[src/hdl/cpr_pkg.sv]
`timescale 1ns / 1ps
// ============================================================================
// Clock page replacement package
// Shared widths, operation and result codes, and the command and status
// bundles that pass between the controller and the datapath.
// ============================================================================
package cpr_pkg;

    localparam int FRAME_W        = 6;
    localparam int PAGES_W        = 7;
    localparam int OP_W           = 2;
    localparam int KIND_W         = 2;
    localparam int MAX_FRAMES_DEF = 64;
    localparam int PAGES_RESET    = 64;
    localparam int MIN_PAGES      = 2;

    localparam logic [OP_W-1:0] OP_ALLOC   = 2'd0;
    localparam logic [OP_W-1:0] OP_REF     = 2'd1;
    localparam logic [OP_W-1:0] OP_RELEASE = 2'd2;

    typedef enum logic [KIND_W-1:0] {
        KIND_GRANT  = 2'd0,
        KIND_UNMAP  = 2'd1,
        KIND_VICTIM = 2'd2,
        KIND_ACK    = 2'd3
    } t_kind;

    // Commands from the controller to the datapath.
    typedef struct packed {
        logic init_step;
        logic latch;
        logic reord_start;
        logic reord_run;
        logic grant_fin;
        logic sweep_rd;
        logic sweep_eval;
        logic ack_apply;
    } t_cmd;

    // Status from the datapath to the controller.
    typedef struct packed {
        logic            init_last;
        logic [OP_W-1:0] op;
        logic            free_avail;
        logic            reord_done;
        logic            sweep_hit;
        logic            out_free;
    } t_status;

endpackage

[src/hdl/cpr_ctrl.sv]
`timescale 1ns / 1ps
// ============================================================================
// Clock page replacement controller
// Sequences the clearing pass, request decode, ring reordering on a grant,
// the hand sweep and the acknowledge of reference and release requests.
// ============================================================================
module cpr_ctrl (
    input  logic            i_clk,
    input  logic            i_rst_n,
    input  logic            i_cfg_we,
    input  logic            i_in_valid,
    output logic            o_in_stall,
    output cpr_pkg::t_cmd    o_cmd,
    input  cpr_pkg::t_status i_status
);
    import cpr_pkg::*;

    typedef enum logic [2:0] {
        S_INIT,
        S_IDLE,
        S_DECODE,
        S_REORD,
        S_GRANT,
        S_SWEEP_RD,
        S_SWEEP_EV,
        S_ACK
    } t_state;

    t_state r_state;
    t_state n_state;

    always_comb begin
        o_cmd   = '0;
        n_state = r_state;
        unique case (r_state)
            S_INIT: begin
                o_cmd.init_step = 1'b1;
                if (i_status.init_last) begin
                    n_state = S_IDLE;
                end
            end
            S_IDLE: begin
                if (i_in_valid) begin
                    o_cmd.latch = 1'b1;
                    n_state     = S_DECODE;
                end
            end
            S_DECODE: begin
                if (i_status.op == OP_ALLOC) begin
                    if (i_status.free_avail) begin
                        o_cmd.reord_start = 1'b1;
                        n_state           = S_REORD;
                    end else begin
                        n_state = S_SWEEP_RD;
                    end
                end else begin
                    n_state = S_ACK;
                end
            end
            S_REORD: begin
                o_cmd.reord_run = 1'b1;
                if (i_status.reord_done) begin
                    n_state = S_GRANT;
                end
            end
            S_GRANT: begin
                if (i_status.out_free) begin
                    o_cmd.grant_fin = 1'b1;
                    n_state         = S_IDLE;
                end
            end
            S_SWEEP_RD: begin
                o_cmd.sweep_rd = 1'b1;
                n_state        = S_SWEEP_EV;
            end
            S_SWEEP_EV: begin
                if (i_status.out_free) begin
                    o_cmd.sweep_eval = 1'b1;
                    n_state          = i_status.sweep_hit ? S_SWEEP_RD : S_IDLE;
                end
            end
            S_ACK: begin
                if (i_status.out_free) begin
                    o_cmd.ack_apply = 1'b1;
                    n_state         = S_IDLE;
                end
            end
            default: begin
                n_state = S_INIT;
            end
        endcase
        // A register write restarts the clearing pass.
        if (i_cfg_we) begin
            o_cmd   = '0;
            n_state = S_INIT;
        end
    end

    always_ff @(posedge i_clk) begin
        if (!i_rst_n) begin
            r_state <= S_INIT;
        end else begin
            r_state <= n_state;
        end
    end

    assign o_in_stall = (r_state != S_IDLE);

endmodule

[src/hdl/cpr_dpath.sv]
`timescale 1ns / 1ps
// ============================================================================
// Clock page replacement datapath
// Holds the double-banked ring memory, the free list memory, the reference
// and dirty bits, the hand and the result register.
// ============================================================================
module cpr_dpath #(
    parameter int MAX_FRAMES = cpr_pkg::MAX_FRAMES_DEF
) (
    input  logic                         i_clk,
    input  logic                         i_rst_n,
    input  logic                         i_cfg_we,
    input  logic [cpr_pkg::PAGES_W-1:0]  i_cfg_data,
    input  logic [cpr_pkg::OP_W-1:0]     i_op,
    input  logic [cpr_pkg::FRAME_W-1:0]  i_frame,
    input  logic                         i_is_write,
    input  cpr_pkg::t_cmd                i_cmd,
    output cpr_pkg::t_status             o_status,
    input  logic                         i_out_stall,
    output logic                         o_out_valid,
    output logic [cpr_pkg::KIND_W-1:0]   o_kind,
    output logic [cpr_pkg::FRAME_W-1:0]  o_frame_out,
    output logic                         o_needs_writeback,
    output logic                         o_last
);
    import cpr_pkg::*;

    localparam int AW          = (MAX_FRAMES > 1) ? $clog2(MAX_FRAMES) : 1;
    localparam int CW          = $clog2(MAX_FRAMES + 1);
    localparam int RESET_PAGES = (PAGES_RESET > MAX_FRAMES) ? MAX_FRAMES : PAGES_RESET;
    localparam logic [AW-1:0] LAST_IDX = AW'(MAX_FRAMES - 1);

    // Memories.
    logic [AW-1:0] r_ring0 [MAX_FRAMES];
    logic [AW-1:0] r_ring1 [MAX_FRAMES];
    logic [AW-1:0] r_free_mem [MAX_FRAMES];

    // Control state.
    logic [CW-1:0]         r_pages;
    logic [CW-1:0]         n_pages;
    logic                  r_bank;
    logic [AW-1:0]         r_hand;
    logic [AW-1:0]         r_rp;
    logic [AW-1:0]         r_krd;
    logic [AW-1:0]         r_j;
    logic                  r_rq_vld;
    logic [AW-1:0]         r_head;
    logic [AW-1:0]         r_tail;
    logic [CW-1:0]         r_count;
    logic [MAX_FRAMES-1:0] r_ref;
    logic [MAX_FRAMES-1:0] r_dirty;
    logic [AW-1:0]         r_idx;
    logic                  r_out_valid;

    // Payload.
    logic [AW-1:0]      r_ring_q;
    logic [AW-1:0]      r_free_q;
    logic [OP_W-1:0]    r_op;
    logic [FRAME_W-1:0] r_frame;
    logic               r_wr;
    t_kind              r_kind;
    logic [FRAME_W-1:0] r_frame_out;
    logic               r_wb;
    logic               r_last;

    logic [AW-1:0] ring_len;
    logic [AW-1:0] hand_inc;
    logic [AW-1:0] rp_inc;
    logic [AW-1:0] head_inc;
    logic [AW-1:0] tail_inc;
    logic [AW-1:0] fi;
    logic          frame_ok;
    logic          can_push;
    logic          reord_rd;
    logic          reord_keep;
    logic          ring_rd;
    logic [AW-1:0] ring_ra;
    logic          w_we;
    logic          w_sel;
    logic [AW-1:0] w_addr;
    logic [AW-1:0] w_data;
    logic          f_we;
    logic [AW-1:0] f_addr;
    logic [AW-1:0] f_data;
    logic          out_load;
    logic          hit;

    always_comb begin
        if (i_cfg_data < PAGES_W'(MIN_PAGES)) begin
            n_pages = CW'(MIN_PAGES);
        end else if (i_cfg_data > PAGES_W'(MAX_FRAMES)) begin
            n_pages = CW'(MAX_FRAMES);
        end else begin
            n_pages = CW'(i_cfg_data);
        end
    end

    assign ring_len   = AW'(r_pages - 1'b1);
    assign hand_inc   = (r_hand == ring_len - 1'b1) ? '0 : r_hand + 1'b1;
    assign rp_inc     = (r_rp == ring_len - 1'b1) ? '0 : r_rp + 1'b1;
    assign head_inc   = (r_head == LAST_IDX) ? '0 : r_head + 1'b1;
    assign tail_inc   = (r_tail == LAST_IDX) ? '0 : r_tail + 1'b1;
    assign fi         = r_frame[AW-1:0];
    assign frame_ok   = (r_frame != '0) && (PAGES_W'(r_frame) < PAGES_W'(r_pages));
    assign can_push   = (r_count != CW'(MAX_FRAMES));
    assign reord_rd   = i_cmd.reord_run && (r_krd != ring_len);
    assign reord_keep = i_cmd.reord_run && r_rq_vld && (r_ring_q != r_free_q);
    assign ring_rd    = i_cmd.sweep_rd || reord_rd;
    assign ring_ra    = i_cmd.sweep_rd ? r_hand : r_rp;
    assign hit        = r_ref[r_ring_q];
    assign out_load   = i_cmd.grant_fin || i_cmd.sweep_eval || i_cmd.ack_apply;

    // Ring write port: the clearing pass fills bank 0, a grant rebuilds the
    // ring in the idle bank.
    always_comb begin
        w_we   = 1'b0;
        w_sel  = ~r_bank;
        w_addr = r_j;
        w_data = r_ring_q;
        priority if (i_cmd.init_step) begin
            w_we   = 1'b1;
            w_sel  = 1'b0;
            w_addr = r_idx;
            w_data = r_idx + 1'b1;
        end else if (i_cmd.grant_fin) begin
            w_we   = 1'b1;
            w_data = r_free_q;
        end else if (reord_keep) begin
            w_we = 1'b1;
        end else begin
            w_we = 1'b0;
        end
    end

    // Free list write port.
    always_comb begin
        f_we   = 1'b0;
        f_addr = r_tail;
        f_data = fi;
        priority if (i_cmd.init_step) begin
            f_we   = 1'b1;
            f_addr = r_idx;
            f_data = r_idx + 1'b1;
        end else if (i_cmd.ack_apply && frame_ok && r_op == OP_RELEASE && can_push) begin
            f_we = 1'b1;
        end else begin
            f_we = 1'b0;
        end
    end

    always_ff @(posedge i_clk) begin
        if (w_we && !w_sel) begin
            r_ring0[w_addr] <= w_data;
        end
        if (w_we && w_sel) begin
            r_ring1[w_addr] <= w_data;
        end
        if (ring_rd) begin
            r_ring_q <= r_bank ? r_ring1[ring_ra] : r_ring0[ring_ra];
        end
    end

    always_ff @(posedge i_clk) begin
        if (f_we) begin
            r_free_mem[f_addr] <= f_data;
        end
        if (i_cmd.reord_start) begin
            r_free_q <= r_free_mem[r_head];
        end
    end

    always_ff @(posedge i_clk) begin
        if (!i_rst_n) begin
            r_pages  <= CW'(RESET_PAGES);
            r_bank   <= 1'b0;
            r_hand   <= '0;
            r_rp     <= '0;
            r_krd    <= '0;
            r_j      <= '0;
            r_rq_vld <= 1'b0;
            r_head   <= '0;
            r_tail   <= AW'(RESET_PAGES - 1);
            r_count  <= CW'(RESET_PAGES - 1);
            r_ref    <= '0;
            r_dirty  <= '0;
            r_idx    <= '0;
        end else if (i_cfg_we) begin
            r_pages  <= n_pages;
            r_bank   <= 1'b0;
            r_hand   <= '0;
            r_rq_vld <= 1'b0;
            r_head   <= '0;
            r_tail   <= AW'(n_pages - 1'b1);
            r_count  <= n_pages - 1'b1;
            r_ref    <= '0;
            r_dirty  <= '0;
            r_idx    <= '0;
        end else begin
            if (i_cmd.init_step) begin
                r_idx <= (r_idx == LAST_IDX) ? '0 : r_idx + 1'b1;
            end
            if (i_cmd.reord_start) begin
                r_rp     <= r_hand;
                r_krd    <= '0;
                r_j      <= '0;
                r_rq_vld <= 1'b0;
                r_head   <= head_inc;
                r_count  <= r_count - 1'b1;
            end
            if (i_cmd.reord_run) begin
                if (reord_rd) begin
                    r_rp     <= rp_inc;
                    r_krd    <= r_krd + 1'b1;
                    r_rq_vld <= 1'b1;
                end else begin
                    r_rq_vld <= 1'b0;
                end
                if (reord_keep) begin
                    r_j <= r_j + 1'b1;
                end
            end
            if (i_cmd.grant_fin) begin
                r_bank          <= ~r_bank;
                r_hand          <= '0;
                r_ref[r_free_q] <= 1'b1;
            end
            if (i_cmd.sweep_eval) begin
                r_hand <= hand_inc;
                if (hit) begin
                    r_ref[r_ring_q] <= 1'b0;
                end else begin
                    r_ref[r_ring_q]   <= 1'b1;
                    r_dirty[r_ring_q] <= 1'b0;
                end
            end
            if (i_cmd.ack_apply && frame_ok) begin
                if (r_op == OP_REF) begin
                    r_ref[fi] <= 1'b1;
                    if (r_wr) begin
                        r_dirty[fi] <= 1'b1;
                    end
                end else if (r_op == OP_RELEASE) begin
                    if (can_push) begin
                        r_tail  <= tail_inc;
                        r_count <= r_count + 1'b1;
                    end
                    r_ref[fi]   <= 1'b0;
                    r_dirty[fi] <= 1'b0;
                end
            end
        end
    end

    always_ff @(posedge i_clk) begin
        if (i_cmd.latch) begin
            r_op    <= i_op;
            r_frame <= i_frame;
            r_wr    <= i_is_write;
        end
    end

    always_ff @(posedge i_clk) begin
        if (!i_rst_n) begin
            r_out_valid <= 1'b0;
        end else if (out_load) begin
            r_out_valid <= 1'b1;
        end else if (!i_out_stall) begin
            r_out_valid <= 1'b0;
        end
    end

    always_ff @(posedge i_clk) begin
        if (i_cmd.grant_fin) begin
            r_kind      <= KIND_GRANT;
            r_frame_out <= FRAME_W'(r_free_q);
            r_wb        <= 1'b0;
            r_last      <= 1'b1;
        end else if (i_cmd.sweep_eval) begin
            r_kind      <= hit ? KIND_UNMAP : KIND_VICTIM;
            r_frame_out <= FRAME_W'(r_ring_q);
            r_wb        <= !hit && r_dirty[r_ring_q];
            r_last      <= !hit;
        end else if (i_cmd.ack_apply) begin
            r_kind      <= KIND_ACK;
            r_frame_out <= r_frame;
            r_wb        <= 1'b0;
            r_last      <= 1'b1;
        end
    end

    assign o_status.init_last  = (r_idx == LAST_IDX);
    assign o_status.op         = r_op;
    assign o_status.free_avail = (r_count != '0);
    assign o_status.reord_done = (r_krd == ring_len) && !r_rq_vld;
    assign o_status.sweep_hit  = hit;
    assign o_status.out_free   = !r_out_valid || !i_out_stall;

    assign o_out_valid       = r_out_valid;
    assign o_kind            = r_kind;
    assign o_frame_out       = r_frame_out;
    assign o_needs_writeback = r_wb;
    assign o_last            = r_last;

endmodule

[src/hdl/clock_page_replacement.sv]
`timescale 1ns / 1ps
// ============================================================================
// Clock page replacement
// Second-chance frame allocator with a FIFO free list for a pager.
// ============================================================================
// After reset and after every write of pages_in_use the block runs a clearing
// pass that fills the ring and the free list with frames 1 upward; o_in_stall
// stays high during that pass. Requests are taken one at a time. A reference,
// a release or an unused op code passes through a decode state and then an
// acknowledge state, which writes its acknowledge into the result register. An
// allocate that finds a free frame rebuilds the ring order from the hand with
// the granted frame moved to the tail, one ring entry per cycle through the
// single read port of the ring memory. An allocate with an empty free list
// sweeps the hand, reading each frame visited from the memory and then testing
// its reference bit, giving one unmap result for every referenced frame passed
// and ending on the victim; the sweep never visits more than pages_in_use
// frames. Results leave through a one-deep output register, so a stalled
// consumer holds the block only when a new result is ready to be written.
// Frame 0 is pinned; reference or release of frame 0 or of a frame at or above
// pages_in_use is acknowledged without any effect.
// ============================================================================
module clock_page_replacement #(
    parameter int MAX_FRAMES = cpr_pkg::MAX_FRAMES_DEF
) (
    input  logic                         i_clk,
    input  logic                         i_rst_n,
    // Configuration: pages_in_use.
    input  logic                         i_cfg_we,
    input  logic [cpr_pkg::PAGES_W-1:0]  i_cfg_data,
    // Request channel.
    input  logic                         i_in_valid,
    output logic                         o_in_stall,
    input  logic [cpr_pkg::OP_W-1:0]     i_op,
    input  logic [cpr_pkg::FRAME_W-1:0]  i_frame,
    input  logic                         i_is_write,
    // Result channel.
    output logic                         o_out_valid,
    input  logic                         i_out_stall,
    output logic [cpr_pkg::KIND_W-1:0]   o_kind,
    output logic [cpr_pkg::FRAME_W-1:0]  o_frame_out,
    output logic                         o_needs_writeback,
    output logic                         o_last
);
    import cpr_pkg::*;

    // The controller and the datapath talk only through these bundles.
    t_cmd    cmd;
    t_status status;

    cpr_ctrl u_ctrl (
        .i_clk      (i_clk),
        .i_rst_n    (i_rst_n),
        .i_cfg_we   (i_cfg_we),
        .i_in_valid (i_in_valid),
        .o_in_stall (o_in_stall),
        .o_cmd      (cmd),
        .i_status   (status)
    );

    // The datapath holds all frame state; the request payload is captured
    // on the acceptance edge, when the controller issues its latch command.
    cpr_dpath #(
        .MAX_FRAMES (MAX_FRAMES)
    ) u_dpath (
        .i_clk             (i_clk),
        .i_rst_n           (i_rst_n),
        .i_cfg_we          (i_cfg_we),
        .i_cfg_data        (i_cfg_data),
        .i_op              (i_op),
        .i_frame           (i_frame),
        .i_is_write        (i_is_write),
        .i_cmd             (cmd),
        .o_status          (status),
        .i_out_stall       (i_out_stall),
        .o_out_valid       (o_out_valid),
        .o_kind            (o_kind),
        .o_frame_out       (o_frame_out),
        .o_needs_writeback (o_needs_writeback),
        .o_last            (o_last)
    );

endmodule

[config.mk]
export PLATFORM = sky130hd
export DESIGN_NAME = clock_page_replacement
export DESIGN_NICKNAME = d
export VERILOG_FILES = /design/src/hdl/cpr_pkg.sv /design/src/hdl/cpr_ctrl.sv /design/src/hdl/cpr_dpath.sv /design/src/hdl/clock_page_replacement.sv
export SDC_FILE = /design/constraint.sdc
export NUM_CORES = 2
export LEC_CHECK = 0
export BUFFER_PORTS_ARGS = -buffer_cell sky130_fd_sc_hd__buf_2
export CORE_MARGIN = 5
export CORE_UTILIZATION = 61
export DETAILED_ROUTE_END_ITERATION = 16
export PLACE_DENSITY = 0.77
export SETUP_SLACK_MARGIN = 0.02
export SLEW_MARGIN = 15
export SYNTH_ARGS = -nofsm -noshare
export SYNTH_HDL_FRONTEND = slang
export SYNTH_HIERARCHICAL = 1
export SYNTH_SLANG_ARGS = --single-unit
export TNS_END_PERCENT = 20
[constraint.sdc]
create_clock -name i_clk -period 9.5 [get_ports i_clk]
set_input_delay 0.95 -clock i_clk [delete_from_list [all_inputs] [get_ports i_clk]]
set_output_delay 0.95 -clock i_clk [all_outputs]
set_load 0.01 [all_outputs]
# ---- Word level (Yosys, flattened, before mapping)
# Memory sizes are Yosys's and may differ from the RTL's. A register that Yosys moved wholly into a read port is not among the register bits.
# Index checks and enable logic that the tools add are counted.
dict set report totals {
  mem_bits_rw 1152
  in_bits 21
  memories 3
  register_bits 215
  output_inout_bits 12
}
dict set report op_classes {
  n_addsub 12
  mux 113
  bitwise 12
  n_eq_ne 26
  n_reduce_logical 38
  order_cmp 9
}
# memory words width rd rd_clocked_by_memory_dff write_ports line_no
set mem_list {}
lappend mem_list {u_dpath.r_free_mem 64 6 1 1 1 cpr_dpath.sv:36} ;# logic [AW-1:0] r_free_mem [MAX_FRAMES];
lappend mem_list {u_dpath.r_ring0 64 6 1 0 1 cpr_dpath.sv:34} ;# logic [AW-1:0] r_ring0 [MAX_FRAMES];
lappend mem_list {u_dpath.r_ring1 64 6 1 0 1 cpr_dpath.sv:35} ;# logic [AW-1:0] r_ring1 [MAX_FRAMES];
# operator count
set ops {}
lappend ops {{two-way mux 64 bit} 18}
lappend ops {{bitwise AND 64 bit} 4}
lappend ops {{bitwise OR 64 bit} 4}
lappend ops {{two-way mux 6 bit} 31}
lappend ops {{NOT 64 bit} 2}
lappend ops {{two-way mux 7 bit} 8}
lappend ops {{adder 6 x 1 -> 6 bit, second input constant} 7}
lappend ops {{two-way mux 1 bit} 38}
lappend ops {{two-way mux 3 bit} 8}
lappend ops {{< comparator 6 x 7 -> 1 bit, second input constant} 3}
lappend ops {{one-hot mux 3 bit (7 select lines)} 1}
lappend ops {{demux 1 bit (select 6 bit)} 3}
lappend ops {{equality test 6 bit} 3}
lappend ops {{equality test 6 bit, second input constant} 3}
lappend ops {{greater-or-equal comparator 6 x 1 -> 1 bit, second input constant} 3}
lappend ops {{logical AND 1 bit} 14}
lappend ops {{subtractor 7 x 1 -> 7 bit, second input constant} 2}
lappend ops {{binary-select mux 1 bit (select 6 bit)} 2}
lappend ops {{equality test 3 bit, second input constant} 4}
lappend ops {{inequality test 6 bit} 2}
lappend ops {{nonzero test 2 bit} 6}
lappend ops {{subtractor 6 x 1 -> 6 bit, second input constant} 2}
lappend ops {{inequality test 2 bit, second input constant} 5}
lappend ops {{two-way mux 8 bit} 1}
lappend ops {{23 further kinds} 36}

# ---- Longest topological paths before layout
dict set report depth {
  ltp_word 17
  mapped_depth 15
}

# ---- Modules after synthesis
# Netlist, hierarchy kept.
# mod n_inst area_per_inst_um2 cells_per_inst
set modules_own_cells {}
lappend modules_own_cells {cpr_dpath 1 58743.8 3911}
lappend modules_own_cells {cpr_ctrl 1 354.1 45}

# ---- Least setup slack after synthesis
# Ideal clock, no wire load.
dict set report synth_path {
  path_kind {input port to flip-flop}
  from {in i_out_stall}
  to {mem u_dpath/r_ring0[0][4] in the netlist's numbering (data pin)}
  cell_stages 7
  required_ns 8.260
  arrival_ns 7.081
  setup_ns 1.240
  path_buffers 1
  slack_ns 1.179
  cell_sequence {nand2_1 > nand4bb_1 > nor2_1 > clkbuf_1 > nand2_1 > a21boi_0 > a21boi_0}
}
# element line_no
set synth_rtl {}
lappend synth_rtl {{from (decl)} clock_page_replacement.sv:38} ;# input logic i_out_stall,
lappend synth_rtl {{to (decl)} cpr_dpath.sv:34}

==> results by group <==
Status
  – Status: finished with violations
  – Failing checks: max-capacitance violations

Timing
  – Period minus WS final: 4720 ps
  – Setup TNS: 0 ps
  – Crit path setup slack, layout: 4780 ps
  – Fin crit share: approximately 50%
  – Slew HR: less than 1%
  – Layout Skew: 34.8 ps
  – Final hold viol count: 0
  – Fmax: ~210 MHz
  – Max-slew violations: 0
  – Tightest Pin Transition: around 1500 ps
  – Unrepaired setup endpoints after global routing: false
  – Final setup violation count: 0

Placement
  – HPWL after DPL: ~91000 um
  – Port bufs: 32
  – Dpl cells: 5078
  – GPL Wtd Cong: 0.989
  – Pre-CTS setup slack: 3810 ps

Routing
  – DRC viols: 0
  – DRT Pass-1 Iters: 9
  – Post-DR wirelength/cell: approximately 29 um
  – Initial DRC count: between 5000 and 6000
  – Antenna Nets Post-Route: 0
  – Via Count: between 30000 and 40000
  – Total Routed Length: about 160000 um
  – Vias/cell: 7.09

Global routing
  – Largest net degree at the start of global routing: 115
  – Initial antenna violation count: 4
  – First-pass GRT wire length: between 200000 and 250000 um
  – Vias in the first global route: ~37000
  – Grt ovf: 0
  – Overall Global Routing Usage: a little under a third

Logic synthesis
  – Top area cells in the synthesized netlist: edfxtp_1 (60%), mux4_2 (11%), dfxtp_1 (6.6%)
  – Cell accounting for the most synthesized area: edfxtp_1
  – Post-Syn Area: between 50000 and 60000 um2
  – Distinct cells, synth: 103
  – Synthesized instance count: 3956
  – Syn Area/Cell: around 15 um2
  – Sequential area share after synthesis: about two thirds
  – #FFs+latches synth: 1373
  – Yosys warns: 6
  – Synth Net Count: 3996
  – Main synth FF type: edfxtp_1
  – Synth top area share: between 50% and 60%
  – Number of synthesized flops with an enable pin: approximately 1200
  – Synth async-reset ratio: 0%

Worst setup path
  – Worst Path Required: between 9000 and 10000 ps
  – R2R Path Start: u_dpath/fi[0]$_DFFE_PP_
  – Flop2flop setup slack: 4790 ps
  – Crit start category: input port
  – Critical path arrival: between 5000 and 6000 ps
  – Critical Path End: u_dpath/r_free_mem[17][5]$_DFFE_PP_
  – R2R depth: 6
  – Crit Path Class: input port to register
  – CP peak stage delay: 710 ps
  – Cell family with most CP delay: simple AND/OR/NAND/NOR gates
  – Reg2reg end: u_dpath/r_free_mem[17][5]$_DFFE_PP_
  – CP Launch Point: i_cfg_we
  – Critical path endpoint category: register
  – WP depth: 10
  – Max stage delay cell, worst path: nor2_1
  – Crit path cell chain: buf_2 > buf_4 > nor2b_1 > nand2_1 > nor2_1 > o221ai_4 > a211o_1 > o41ai_2 > nand2_1 > nor2_1
  – Max Fanout on Critical Path: 50
  – Buffer and inverter count on the worst path: 2

Clock tree
  – Clock Tree Root: clkbuf_16
  – Total CTS buffers: between 100 and 150
  – Post-CTS setup buffers: 0
  – H-tree Lvls: 4
  – Post_cts resized: 0
  – Clock sink count: 1373
  – TritonCTS clock tree: built
  – Worst skew pair latency: between 700 and 800 ps
  – Clock slew at reported path FFs: about 60 ps
  – Post-cts hold buffer count: 0
  – Clock buffer depth: 3

Final layout
  – Final Non-Filler Cells: between 5000 and 6000
  – Nets@finish: approximately 4000
  – Area Growth Syn to Fin: 9.71%
  – Share of cells above drive strength 1: approximately 17%

Floorplan
  – Standard-cell rows: between 100 and 150
  – Initial Utilization: between 60 and 70%
  – Core area: 96400 um2
  – Die Wd: between 300 and 400 um
  – Top Ports: 33
  – DIE HEIGHT: 321 um
  – Total die area: 103000 um2

Flow run
  – Max Cap Violations: 1

Hold path
  – Hold crit path type: input port to register

Power and ir drop
  – Leakage: between 20 and 25 nW
  – Pwr/cell area: 186 nW/um2
  – VDD IR max: 0.168 mV
==> registers in the layout, indices dropped and copies added, names as in the netlist, 7 cells and up <==
signal,cells
u_dpath/r_free_mem,384
u_dpath/r_dirty,64
u_dpath/r_ref,64
u_dpath/r_count,7
u_dpath/r_ring0,384
u_dpath/r_pages,7
u_dpath/r_ring1,384
==> report_power, final <==
part | switching (mW) | leakage [nW] | internal [mW]
combinational | 0.175 | 6.33 | 0.0542
sequential | 0.0135 | 12.2 | 6.55
clock | 2.25 | 2.13 | 3.05
==> through the flow <==
step                power, mW  hold slack, ps  utilization (%)  area [um2]
finish                   12.1             408             67.2       64800
detailed placement       6.91             455             62.7       60400
global route             12.5             375             67.2       64800
global placement         6.90             447             62.7       60400
CTS                      12.1             364             67.2       64800
floorplan                6.83             411                -       59100
==> metal layers <==
layer  GRT usage, %  routed length (um)  up-vias
li1               -                   -    15500
met1           42.6               57900    18800
met3           6.63               18700      569
met4           13.0                7400        4
met5              0                  32        -
met2           46.5               72700     2839
==> cell type report <==
type	instances	area, um2
clock inverter	73	733
clock buffer	168	3600
tap	1276	1600
timing repair buffer	105	744
sequential	1373	39300
multi-input combinational	2284	18700
antenna	2	5.00
fill	6182	31600
inverter	41	154
==> cells in the mapped netlist, types with 13 or more instances <==
| cell | count |
|---|---|
| and3_1 | 36 |
| or3_1 | 26 |
| buf_4 | 13 |
| o22ai_1 | 24 |
| o221ai_1 | 41 |
| nand2b_1 | 21 |
| mux4_2 | 296 |
| a22oi_1 | 27 |
| inv_1 | 39 |
| nand3_1 | 128 |
| edfxtp_1 | 1179 |
| nand4_1 | 19 |
| nor2_1 | 352 |
| buf_2 | 75 |
| mux2i_1 | 97 |
| clkbuf_1 | 135 |
| o31ai_1 | 29 |
| nand2_1 | 346 |
| a21oi_1 | 225 |
| xnor2_1 | 26 |
| ha_1 | 19 |
| o21ai_0 | 80 |
| mux2_2 | 27 |
| nor2b_1 | 32 |
| a211oi_1 | 16 |
| a21boi_0 | 36 |
| and2_1 | 18 |
| buf_1 | 24 |
| a31oi_1 | 42 |
| dfxtp_1 | 194 |
| o41ai_1 | 18 |
| nor3_1 | 50 |
==> worst min path at each step <==
stage          slack, ps                            from  cells past startpoint                              to
2_1_floorplan        410   u_dpath/r_dirty[0]$_SDFF_PP0_                      2   u_dpath/r_dirty[0]$_SDFF_PP0_
3_3_place_gp         450  u_dpath/r_dirty[14]$_SDFF_PP0_                      2  u_dpath/r_dirty[14]$_SDFF_PP0_
3_5_place_dp         460   u_dpath/r_dirty[1]$_SDFF_PP0_                      2   u_dpath/r_dirty[1]$_SDFF_PP0_
4_1_cts              360                         i_op[1]                      1       u_dpath/r_op[1]$_DFFE_PP_
5_1_grt              380                         i_op[0]                      1       u_dpath/r_op[0]$_DFFE_PP_
6_report             410                         i_op[1]                      1       u_dpath/r_op[1]$_DFFE_PP_
==> cell usage in the layout (no fill, tap or decap), types with 19 or more instances in the layout <==
cell type	count
a21boi_0	33
a21oi_1	225
a22oi_1	27
a31oi_1	40
and3_1	36
buf_2	32
buf_4	70
clkbuf_1	28
clkbuf_16	139
clkinv_1	21
clkinv_2	27
dfxtp_1	192
edfxtp_1	1179
ha_1	19
inv_1	39
mux2_2	27
mux2i_1	93
mux4_2	296
nand2_1	345
nand2b_1	21
nand3_1	128
nand4_1	19
nor2_1	349
nor2b_1	31
nor3_1	46
o21ai_0	75
o221ai_1	41
o22ai_1	24
o31ai_1	29
or3_1	26
xnor2_1	26
==> cell families after synthesis <==
kind of cell / Yosys count / share of synthesized area [%]
flip-flops: 1373 / 66.5
adder cells (fa/ha/maj): 19 / 0.402
AO/OA/AOI/OAI: 700 / 7.97
XOR/XNOR: 42 / 0.739
multiplexers: 422 / 13.5
buffers and inverters: 299 / 2.28
AND/OR/NAND/NOR: 1101 / 8.65
Note: power is estimated with default switching activity, not from simulation.
